### src/design/crs_pkg.sv
// ----------------------------------------------------------------------------
// crs_pkg
// Shared constants, codes and types of the circle ring alpha stamper.
// ----------------------------------------------------------------------------
package crs_pkg;

  localparam int unsigned ROW_PAIRS_DEF = 152;
  localparam int unsigned GRID_ROWS_DEF = 240;

  localparam int unsigned CLAMP_A = 75;
  localparam int unsigned CLAMP_B = 111;
  localparam int unsigned CLAMP_C = 110;

  localparam logic OP_STAMP = 1'b0;
  localparam logic OP_READ  = 1'b1;

  localparam logic MODE_HIDE = 1'b0;
  localparam logic MODE_SHOW = 1'b1;

  typedef enum logic [2:0] {
    ST_CLEAR,
    ST_IDLE,
    ST_TOUCH,
    ST_DONE,
    ST_READ,
    ST_RESP
  } state_e;

  typedef struct packed {
    logic [7:0] cx;
    logic [7:0] cy;
    logic [6:0] dc;
    logic [6:0] dr;
  } point_t;

  typedef struct packed {
    logic row_below;
    logic neg_row;
    logic neg_col;
  } sel_t;

endpackage

### src/design/crs_touch_unit.sv
// ----------------------------------------------------------------------------
// crs_touch_unit
// Shared point unit: offsets a centre, checks the map bounds and forms the
// bit address of the touched pixel.
// ----------------------------------------------------------------------------
module crs_touch_unit #(
  parameter int unsigned ROW_PAIRS = crs_pkg::ROW_PAIRS_DEF,
  parameter int unsigned GRID_ROWS = crs_pkg::GRID_ROWS_DEF,
  parameter int unsigned AW        = 16
) (
  input  crs_pkg::point_t pt_i,
  input  crs_pkg::sel_t   sel_i,
  output logic            in_map_o,
  output logic [AW-1:0]   addr_o
);
  import crs_pkg::*;

  logic [10:0] col;
  logic [10:0] row;
  logic [10:0] row_pt;

  always_comb begin
    col    = sel_i.neg_col ? (11'(pt_i.cx) - 11'(pt_i.dc)) : (11'(pt_i.cx) + 11'(pt_i.dc));
    row_pt = sel_i.neg_row ? (11'(pt_i.cy) - 11'(pt_i.dr)) : (11'(pt_i.cy) + 11'(pt_i.dr));
    row    = row_pt + 11'(sel_i.row_below);
    // bit 10 marks a negative coordinate
    in_map_o = !col[10] && !row[10] && (col < 11'(ROW_PAIRS)) && (row < 11'(GRID_ROWS));
    addr_o   = AW'(row[8:0]) * AW'(ROW_PAIRS) + AW'(col[8:0]);
  end

endmodule

### config.mk
export PLATFORM = sky130hd
export DESIGN_NAME = crs_touch_unit
export DESIGN_NICKNAME = d
export VERILOG_FILES = /design/src/design/crs_pkg.sv /design/src/design/crs_touch_unit.sv
export SDC_FILE = /design/constraint.sdc
export NUM_CORES = 1
export LEC_CHECK = 0
export BUFFER_PORTS_ARGS = -buffer_cell sky130_fd_sc_hd__buf_2
export CAP_MARGIN = 20
export CORE_ASPECT_RATIO = 2
export CORE_UTILIZATION = 30
export DETAILED_ROUTE_END_ITERATION = 7
export PLACE_DENSITY = 0.57
export RECOVER_POWER = 50
export SYNTH_ARGS = -nofsm -noshare
export SYNTH_HDL_FRONTEND = slang
export SYNTH_SLANG_ARGS = --single-unit
### constraint.sdc
create_clock -name vclk -period 14.9
set_clock_uncertainty 0.15 [all_clocks]
set_input_delay 2.98 -clock vclk [all_inputs]
set_output_delay 2.98 -clock vclk [all_outputs]
set_load 0.01 [all_outputs]
# Word-level counts from Yosys, hierarchy flattened
# Cells that the tools add are included.
# classes
add_sub_neg	6
mul	1
order_cmp	2
mux	2
n_reduce_logical	5
# ops
operator	count
$lt A11 B8 Y1 const B	2
$mux W11	2
$add A8 B7 Y9	2
$sub A8 B7 Y9	2
$add A16 B9 Y16	1
$mul A9 B5 Y13 const B	1
$add A11 B1 Y11	1
$logic_and A1 B1 Y1	3
$logic_not A1 Y1	2
# word_totals
register_bits	0
output_inout_bits	17
word_cells	16

# Longest topological paths before layout
# Gate-level depths: netlist (run 1).
# logic_depth
ltp_word	7
depth_mapped	23
mapped_depth_nobuf	23

# Worst setup path after synthesis (run 1)
# No wires, ideal clock.
# synth_path
path_kind	input port to output port
from	input pt_i[0] (netlist bit)
to	output addr_o[15]
arrival_ns	7.336
required_ns	11.770
setup_slack_ns	4.434
stages	23
n_path_buf	0
cell_sequence	ha_1 -> inv_1 -> fa_1 -> o21bai_2 -> a21oi_2 -> or4_4 -> o311a_4 -> xnor2_4 -> nand3_1 -> xor2_1 -> inv_1 -> ha_1 -> inv_1 -> fa_1 -> inv_1 -> ha_1 -> nor3_1 -> o211ai_1 -> a31o_2 -> a21oi_1 -> xor2_1 -> nor3_1 -> xnor2_1
# synth_between
elab_chain_len	5
elab_cells_between_ends	6
classes_between	add/sub: 4; mul: 1; mux: 1
# synth_rtl
element	line_no	rtl
start, declared	crs_touch_unit.sv:11	input crs_pkg::point_t pt_i,
$add A8 B7 Y9 / $sub A8 B7 Y9 (equally long branches)	crs_touch_unit.sv:24	row_pt = sel_i.neg_row ? (11'(pt_i.cy) - 11'(pt_i.dr)) : (11'(pt_i.cy) + 11'(pt_i.dr));
$mux W11 *	crs_touch_unit.sv:24	
$add A11 B1 Y11 *	crs_touch_unit.sv:25	row = row_pt + 11'(sel_i.row_below);
$mul A9 B5 Y13 *	crs_touch_unit.sv:28	addr_o = AW'(row[8:0]) * AW'(ROW_PAIRS) + AW'(col[8:0]);
$add A16 B9 Y16 *	crs_touch_unit.sv:28	
end, declared	crs_touch_unit.sv:14	output logic [AW-1:0] addr_o
# Mark *: on every way between the ends. The rest lies on a longest branch, timed or not.

# Worst setup path in the final report (run 1)
# Ends and elaborated chain as after synthesis.

==> results of run 1 <==
==> worst paths after layout <==
path    start         end  slack, ns  depth (start not counted)
max   pt_i[0]  addr_o[15]       3.66                         25
min   pt_i[7]   addr_o[0]       6.19                          4
==> cell usage in the layout, fill, tap and decap left out, types with 2 or more instances in the layout <==
master	n
a211o_1	2
a21boi_0	2
a21o_1	3
a21oi_1	23
a221oi_1	2
a31o_2	2
a31oi_1	3
and3_1	2
buf_2	43
clkbuf_1	7
fa_1	10
ha_1	58
inv_1	60
mux2i_1	3
nand2_1	10
nand2b_1	5
nand3_1	3
nand4_1	2
nor2_1	17
nor2b_1	9
nor3_1	9
o211ai_1	5
o21a_1	2
o21ai_0	15
o21ai_1	2
o21bai_1	4
xnor2_1	21
xor2_1	15
==> stage by stage <==
stage / area (um^2) / hold WS [ns]
after CTS: 2860 / 6.21
after global routing: 2830 / 6.20
final: 2830 / 6.19
after detailed placement: 2860 / 6.21
after global placement: 2860 / 6.18
after floorplan: 2510 / 5.97
==> power breakdown <==
group | switching, mW | internal (mW) | total [mW]
clock network | 0 | 0 | 0
registers | 0 | 0 | 0
logic | 0.341 | 0.258 | 0.599
total | 0.341 | 0.258 | 0.599
==> worst max-delay path, cell delays in order <==
cell and delay (ns):
buf_2 0.09, ha_1 0.16, inv_1 0.05, fa_1 0.41, o21bai_2 0.17, a21oi_2 0.08
or4_4 0.42, o311a_4 0.14, xnor2_1 0.51, nand3_1 0.18, xor2_1 0.31, inv_1 0.12
ha_1 0.29, inv_1 0.05, fa_1 0.50, inv_1 0.04, ha_1 0.24, nor3_1 0.19
o211ai_1 0.12, a31o_2 0.25, a21oi_1 0.16, xor2_1 0.11, nor3_1 0.24, xnor2_1 0.14
buf_2 0.14
==> routing by layer <==
| layer | vias to the layer above | wire (um) |
|---|---|---|
| met5 | - | 0 |
| met4 | 0 | 93 |
| met3 | 6 | 129 |
| met2 | 42 | 3790 |
| met1 | 1075 | 2070 |
| li1 | 1196 | - |
==> kinds of logic (layout without fill, tap and decap cells) <==
group	Yosys count	in the layout
mux	3	3
xor+xnor	38	38
fa+ha+maj	68	68
buf+inv	64	111
simple gates	66	66
compound gates	82	82
==> layout make-up <==
class              count  area (um^2)  share of cell area [%]
well taps             96          120                    4.24
inverters             61          229                    8.08
repair buffers        50          241                    8.52
multi-input cells    257         2240                    79.2
==> run_results.csv, run 1 <==
group,metric,value,unit
run_status,status,"completed",
layout,antenna_cells,0,
synthesis,yosys.area_share.simple,14.3,%
synthesis,synth_area,2510,um^2
floorplan,die_h,131,um
placement,hpwl,5470,um
worst_setup_path,critPathMaxFanout,6,
grt,top_usage_layer,"met2",
sta,finalCriticalPeriod,11.24,ns
pwr,power.density,212,nW/um^2
grt,globalRouteOverflowTotal,0,
worst_setup_path,end_kind,"output pin",
sta,period_share,75.5,%
job,maxCapViolations,0,
synthesis,synthTopCellsByArea,"ha_1 (29%), inv_1 (9.0%), fa_1 (8.0%), xnor2_1 (7.0%), xor2_1 (5.2%)",
synthesis,avgSynthCellArea,7.82,um^2
floorplan,rows,46,
synthesis,synth_common_cells,"inv_1 (60), ha_1 (58), a21oi_1 (23), xnor2_1 (20), nor2_1 (17)",
floorplan,die_area,8760,um^2
synthesis,synth-warning-count,0,
clock_tree,postCtsResizedCells,0,
sta,finalSetupViolations,0,
synthesis,synth.distinct_cells,58,
worst_hold_path,hold_path_class,"primary input to output pin",
sta,worst_pin_slew,0.632,ns
layout,drive_above_1_share,16.0,%
synthesis,synthCells,321,
floorplan,pin_count,50,
routing,routed_wl,6080,um
routing,route.detailed.drc,0,
routing,vias,2319,
sta,maxSlewViolCount,0,
grt,met2_usage,32.9,%
worst_setup_path,path_class,"primary input to output pin",
placement,post-place-cells,464,
clock_tree,post_cts_buffers,0,
routing,drtIter0Drc,44,
sta,relSlewSlack,57.6,%
routing,wl_per_cell,13.1,um
layout,regArea,0,um^2
placement,dpl_worst_slack,3.95,ns
layout,final-instance-count-excl-fill,464,
sta,fmax,0.0889,GHz
synthesis,synthXorXnorAreaFrac,14.9,%
worst_setup_path,critPathLaunchType,"primary input",
sta,setup_tns,0,ns
synthesis,syn_nets,422,
placement,gp_congestion,0.824,
synthesis,synth_top_family_by_area,"adder cells",
routing,detail-route-antenna-nets,0,
routing,vias_per_cell,5.00,
placement,port_buffers,50,
synthesis,yosysSeqAreaShare,0,%
layout,syn2layout_area_growth,12.9,%
synthesis,synth_mux_area_share,1.20,%
pwr,ir_drop,0.117,mV
synthesis,synth_compound_area_share,22.8,%
sta,setup_slack,3.66,ns
layout,fin_nets,471,
sta,hold_violations,0,
layout,utilization,35.4,%
floorplan,core_area,8000,um^2
floorplan,start_util,31.4,%
clock_tree,ctsHoldBuffers,0,
grt,grt_antenna_before_repair,0,
pwr,p_leak,1.47,nW
grt,grt.met3_usage,0.521,%
grt,grt_max_degree,19,
grt,grt.met1_usage,12.6,%
layout,n_fill_cell,884,
routing,firstDrtPassIters,4,
grt,grt_use_total,14.5,%
synthesis,synth.most_common_cell,"inv_1",
worst_setup_path,required,11.77,ns
grt,grt_pass1_wl,10300,um
layout,clock_buffers,0,
synthesis,yosysTopAreaCellShare,28.9,%
grt,grt_pass1_vias,2498,
sta,rsz0062_at_grt,"false",
pwr,power,0.599,mW
synthesis,synth_area_leader_cell,"ha_1",
floorplan,die_x,66.7,um
synthesis,synth_fa_ha_area_share,36.9,%
layout,design.seq.count,0,
worst_setup_path,cp_data_arrival_time,8.11,ns
(Power assumes the default switching activity.)
==> inputs of run 2 (changes only) <==
- PLACE_DENSITY: 0.57 -> 0.58
- clock period: 14.9 -> 9.3 ns (I/O delays scaled with it)
==> run 2 against run 1 <==
Effect of this change:
- largest cell class unchanged
- combinational power increased by 60%
- hold slack got worse by 2.3 ns
- total power grew 60%
- cell count unchanged
- die area stayed put
- count of clock-buffer cells in the layout is the same
- highest routed layer unchanged
- global-route usage fell by 0.45 points
- critical path depth unchanged
- setup slack lost 3.0 ns
- sequential share of layout area unchanged
- core utilization rose by 0.23 points
==> run_results.csv, run 2 (synthesis gave the netlist of run 1 again) <==
group,metric,value,unit
clock_tree,ctsHoldBuffers,0,
sta,hold_violations,0,
layout,regArea,0,um^2
layout,antenna_cells,0,
worst_setup_path,cpPeakStageDelay,0.49,ns
sta,worst_pin_slew,0.527,ns
floorplan,pin_count,50,
routing,firstDrtPassIters,4,
worst_setup_path,critPathLaunchType,"primary input",
grt,grt_antenna_before_repair,0,
worst_setup_path,end_kind,"output pin",
routing,vias,2370,
grt,globalRouteOverflowTotal,0,
routing,wl_per_cell,12.8,um
routing,detail-route-antenna-nets,0,
worst_setup_path,required,7.29,ns
routing,vias_per_cell,5.11,
sta,period_share,93.0,%
sta,maxSlewViolCount,0,
floorplan,die_x,66.7,um
layout,final-instance-count-excl-fill,464,
grt,grt_pass1_vias,2398,
layout,design.seq.count,0,
worst_setup_path,slowest_stage,"fa_1",
worst_hold_path,hold_path_end,"addr_o[0]",
placement,gp_congestion,0.834,
layout,drive_above_1_share,16.3,%
worst_hold_path,hold_depth,4,
layout,multi_input_area,2260,um^2
grt,grt_max_degree,19,
routing,routed_wl,5940,um
layout,syn2layout_area_growth,13.7,%
job,maxCapViolations,0,
grt,grt_pass1_wl,10000,um
worst_hold_path,hold_path_class,"primary input to output pin",
layout,fin_nets,471,
clock_tree,post_cts_buffers,0,
floorplan,die_area,8760,um^2
worst_hold_path,min_from,"pt_i[7]",
worst_setup_path,path_class,"primary input to output pin",
layout,final_common_cell,"inv_1",
layout,mostFrequentLayoutCells,"inv_1 (60), ha_1 (58), buf_2 (43)",
pwr,p_leak,1.48,nW
run_status,status,"completed",
pwr,power,0.960,mW
worst_setup_path,cp_data_arrival_time,6.64,ns
placement,hpwl,5350,um
pwr,ir_drop,0.173,mV
layout,n_fill_cell,858,
sta,rsz0062_at_grt,"false",
clock_tree,postCtsResizedCells,0,
worst_setup_path,crit_top_cell,"inv_1",
routing,route.detailed.drc,0,
sta,finalCriticalPeriod,8.65,ns
sta,setup_tns,0,ns
floorplan,die_h,131,um
floorplan,start_util,31.4,%
sta,finalSetupViolations,0,
sta,relSlewSlack,64.4,%
sta,hold_slack,3.93,ns
layout,utilization,35.7,%
placement,post-place-cells,464,
layout,clock_buffers,0,
sta,fmax,0.116,GHz
routing,drtIter0Drc,83,
worst_setup_path,critPathMaxFanout,6,
pwr,power.density,337,nW/um^2
floorplan,rows,46,
placement,port_buffers,50,
floorplan,core_area,8000,um^2
grt,grt_use_total,14.1,%
-- run 2: cell count changes in the layout (fill, tap and decap cells not counted) --
cell	previous run	this run
xnor2_1	21	20
xnor2_4	0	1
-- run 2: how the worst max path moves through the flow --
stage                        from          to  cells past startpoint
after floorplan           pt_i[0]  addr_o[15]                     23
after global placement    pt_i[0]  addr_o[14]                     21
after detailed placement  pt_i[0]  addr_o[15]                     25
after CTS                 pt_i[0]  addr_o[15]                     25
after global routing      pt_i[0]  addr_o[15]                     25
final                     pt_i[0]  addr_o[15]                     25
-- run 2: layer usage --
layer | part of all wire (%) | GRT usage [%] | vias to the layer above | wire (um)
met5 | 0 | 0 | - | 0
met3 | 1.9 | 0.260 | 10 | 114
met2 | 63 | 32.0 | 41 | 3720
met1 | 33 | 12.0 | 1118 | 1980
met4 | 2.2 | 2.48 | 0 | 130
li1 | - | - | 1201 | -
-- run 2: final cells by class --
| type | count | share of cell area, % |
|---|---|---|
| tap | 96 | 4.21 |
| timing repair buffer | 50 | 8.46 |
| inverter | 61 | 8.03 |
| multi-input combinational | 257 | 79.3 |
-- run 2: power by group --
group | leakage [nW] | total (mW) | switching [mW] | internal (mW)
Sequential | 0 | 0 | 0 | 0
Clock | 0 | 0 | 0 | 0
Combinational | 1.48 | 0.960 | 0.546 | 0.414
Total | 1.48 | 0.960 | 0.546 | 0.414
-- run 2: worst max-delay path, delay by kind of cell --
family / cells / cell delay (ns)
adder cells (fa/ha/maj): 5 / 1.56
AND/OR/NAND/NOR: 4 / 1.00
AO/OA/AOI/OAI: 6 / 0.95
XOR/XNOR: 4 / 0.77
buffers and inverters: 6 / 0.48
-- run 2: metrics by stage --
stage	area [um^2]	setup WS, ns
global route	2850	0.193
finish	2850	0.648
CTS	2860	0.595
detailed placement	2860	0.612
floorplan	2510	1.07
global placement	2860	0.661
==> inputs of run 3 (changes only) <==
--- a/config.mk
+++ b/config.mk
@@ -8,5 +8,4 @@
 export BUFFER_PORTS_ARGS = -buffer_cell sky130_fd_sc_hd__buf_2
 export CAP_MARGIN = 20
-export CORE_ASPECT_RATIO = 2
 export CORE_UTILIZATION = 30
 export DETAILED_ROUTE_END_ITERATION = 7
==> constraint.sdc (replaced) <==
create_clock -name vclk -period 9.3
set_clock_uncertainty 0.15 [all_clocks]
set_input_delay 2.79 -clock vclk [all_inputs]
set_output_delay 2.79 -clock vclk [all_outputs]
set_load 0.01 [all_outputs]
==> run 3 against run 2 <==
Effect of this change:
- the flow now finishes with violations (setup timing)
- setup slack lost 1.3 ns
- first-iteration DRC count fell by 48%
- non-clock buffer count is 95 higher
- wire length up 17%
- total power grew 73%
- critical path depth fell by 1
- cell count is 22% higher
- count of clock-buffer cells in the layout unchanged
- sequential share of layout area stayed put
- via count is 15% higher
==> run_results.csv, run 3 (synthesis gave the netlist of run 1 again) <==
group,metric,value,unit
layout,regArea,0,um^2
worst_hold_path,hold_path_end,"addr_o[0]",
layout,syn2layout_area_growth,70.2,%
worst_setup_path,critPathLaunchType,"primary input",
sta,finalCriticalPeriod,9.97,ns
placement,gp_congestion,0.809,
routing,drtIter0Drc,43,
grt,globalRouteOverflowTotal,0,
sta,maxSlewViolCount,0,
placement,hpwl,5190,um
worst_setup_path,end_kind,"output pin",
layout,fin_nets,566,
sta,rsz0062_at_grt,"true",
floorplan,die_h,93.5,um
layout,mostFrequentLayoutCells,"buf_4 (86), inv_1 (47), ha_1 (44)",
job,maxCapViolations,0,
placement,port_buffers,50,
floorplan,pin_count,50,
worst_hold_path,min_from,"pt_i[7]",
layout,drive_above_1_share,51.2,%
run_status,violations,"setup timing",
routing,route.detailed.drc,0,
clock_tree,ctsHoldBuffers,0,
grt,grt_antenna_before_repair,0,
sta,worst_pin_slew,0.408,ns
routing,detail-route-antenna-nets,0,
sta,relSlewSlack,72.7,%
run_status,status,"complete, but fails checks",
sta,finalSetupViolations,7,
worst_setup_path,cp_data_arrival_time,7.03,ns
routing,vias_per_cell,4.84,
grt,grt_max_degree,19,
pwr,power.density,388,nW/um^2
worst_setup_path,crit_top_cell,"buf_4",
layout,n_fill_cell,702,
layout,final_common_cell,"buf_4",
worst_setup_path,path_class,"primary input to output pin",
sta,period_share,107,%
floorplan,start_util,31.7,%
worst_hold_path,hold_depth,4,
layout,clock_buffers,0,
layout,final-instance-count-excl-fill,565,
floorplan,core_area,7930,um^2
layout,design.seq.count,0,
worst_setup_path,required,6.36,ns
routing,firstDrtPassIters,4,
sta,hold_slack,5.79,ns
routing,routed_wl,6960,um
layout,multi_input_area,2850,um^2
pwr,ir_drop,0.200,mV
routing,wl_per_cell,12.3,um
sta,fmax,0.100,GHz
grt,grt_use_total,16.1,%
grt,grt_pass1_wl,12000,um
worst_setup_path,cpPeakStageDelay,0.55,ns
worst_hold_path,hold_path_class,"primary input to output pin",
worst_setup_path,path_cells,"buf_8, buf_4, fa_2, nand3b_1, a21oi_2, a21oi_4, xnor2_2, and4_4, buf_4, buf_4, nand4_4, xor2_2, buf_4, fa_1, inv_2, ha_4, nor3_2, o211ai_1, a31o_2, a21oi_2, xor2_1, buf_4, xnor2_2, buf_2",
sta,hold_violations,0,
grt,grt_pass1_vias,2906,
worst_setup_path,crit_family,"adder cells",
routing,vias,2732,
sta,setup_slack,-0.673,ns
worst_setup_path,critPathMaxFanout,5,
worst_setup_path,slowest_stage,"fa_1",
placement,post-place-cells,544,
floorplan,die_area,8740,um^2
floorplan,die_x,93.5,um
pwr,p_leak,2.08,nW
layout,antenna_cells,0,
floorplan,rows,32,
worst_setup_path,path_buf_inv,8,
## run 3: cell types whose count changed in the layout (fill, tap and decap cells not counted), sizes merged
cell,change
buf,+98
clkbuf,-3
## run 3: power breakdown
group	switching (mW)	total [mW]	internal (mW)
Clock	0	0	0
Sequential	0	0	0
Combinational	0.766	1.66	0.894
Total	0.766	1.66	0.894
## run 3: how the worst max path moves through the flow
stage | start | endpoint | cells past startpoint | slack [ns]
6_report | pt_i[1] | addr_o[14] | 24 | -0.67
3_5_place_dp | pt_i[14] | addr_o[14] | 22 | -0.85
4_1_cts | pt_i[2] | addr_o[14] | 28 | -0.69
5_1_grt | pt_i[14] | addr_o[14] | 25 | -0.87
2_1_floorplan | pt_i[0] | addr_o[15] | 23 | -0.44
3_3_place_gp | pt_i[1] | addr_o[14] | 22 | -0.75
## run 3: tightest hold or removal path: stages
cell and delay, ns:
buf_2 0.09, ha_1 0.12, inv_1 0.03, clkbuf_1 0.11
## run 3: layer usage
layer	share of wire (%)	track usage (%)	wire, um	vias to the layer above
li1	-	-	-	1382
met1	43	18.7	2970	1283
met2	53	32.8	3690	55
met3	2.8	0.732	194	12
met4	1.5	2.18	106	0
met5	0	0	0	-
## run 3: what timing repair did
item,CTS,global route
endpoints found under the hold margin,0,0
buffers inserted,17,6
pin swaps,52,24
setup endpoints to repair,8,8
gates resized for setup,86,30
## run 3: metrics by stage
stage	cell area (um^2)	setup slack [ns]	setup TNS [ns]	power, mW	util, %
2_1_floorplan	2610	-0.436	-1.50	0.756	-
3_5_place_dp	3540	-0.853	-4.69	1.29	44.6
4_1_cts	4070	-0.692	-2.97	1.53	51.3
3_3_place_gp	3540	-0.754	-4.07	1.28	44.6
6_report	4270	-0.673	-3.19	1.66	53.9
5_1_grt	4270	-0.868	-4.74	1.83	53.9
## run 3: cell type report
class / instances / share of cell area, %
inverters: 61 / 5.65
repair buffers: 145 / 24.6
multi-input cells: 257 / 66.8
well taps: 102 / 2.99
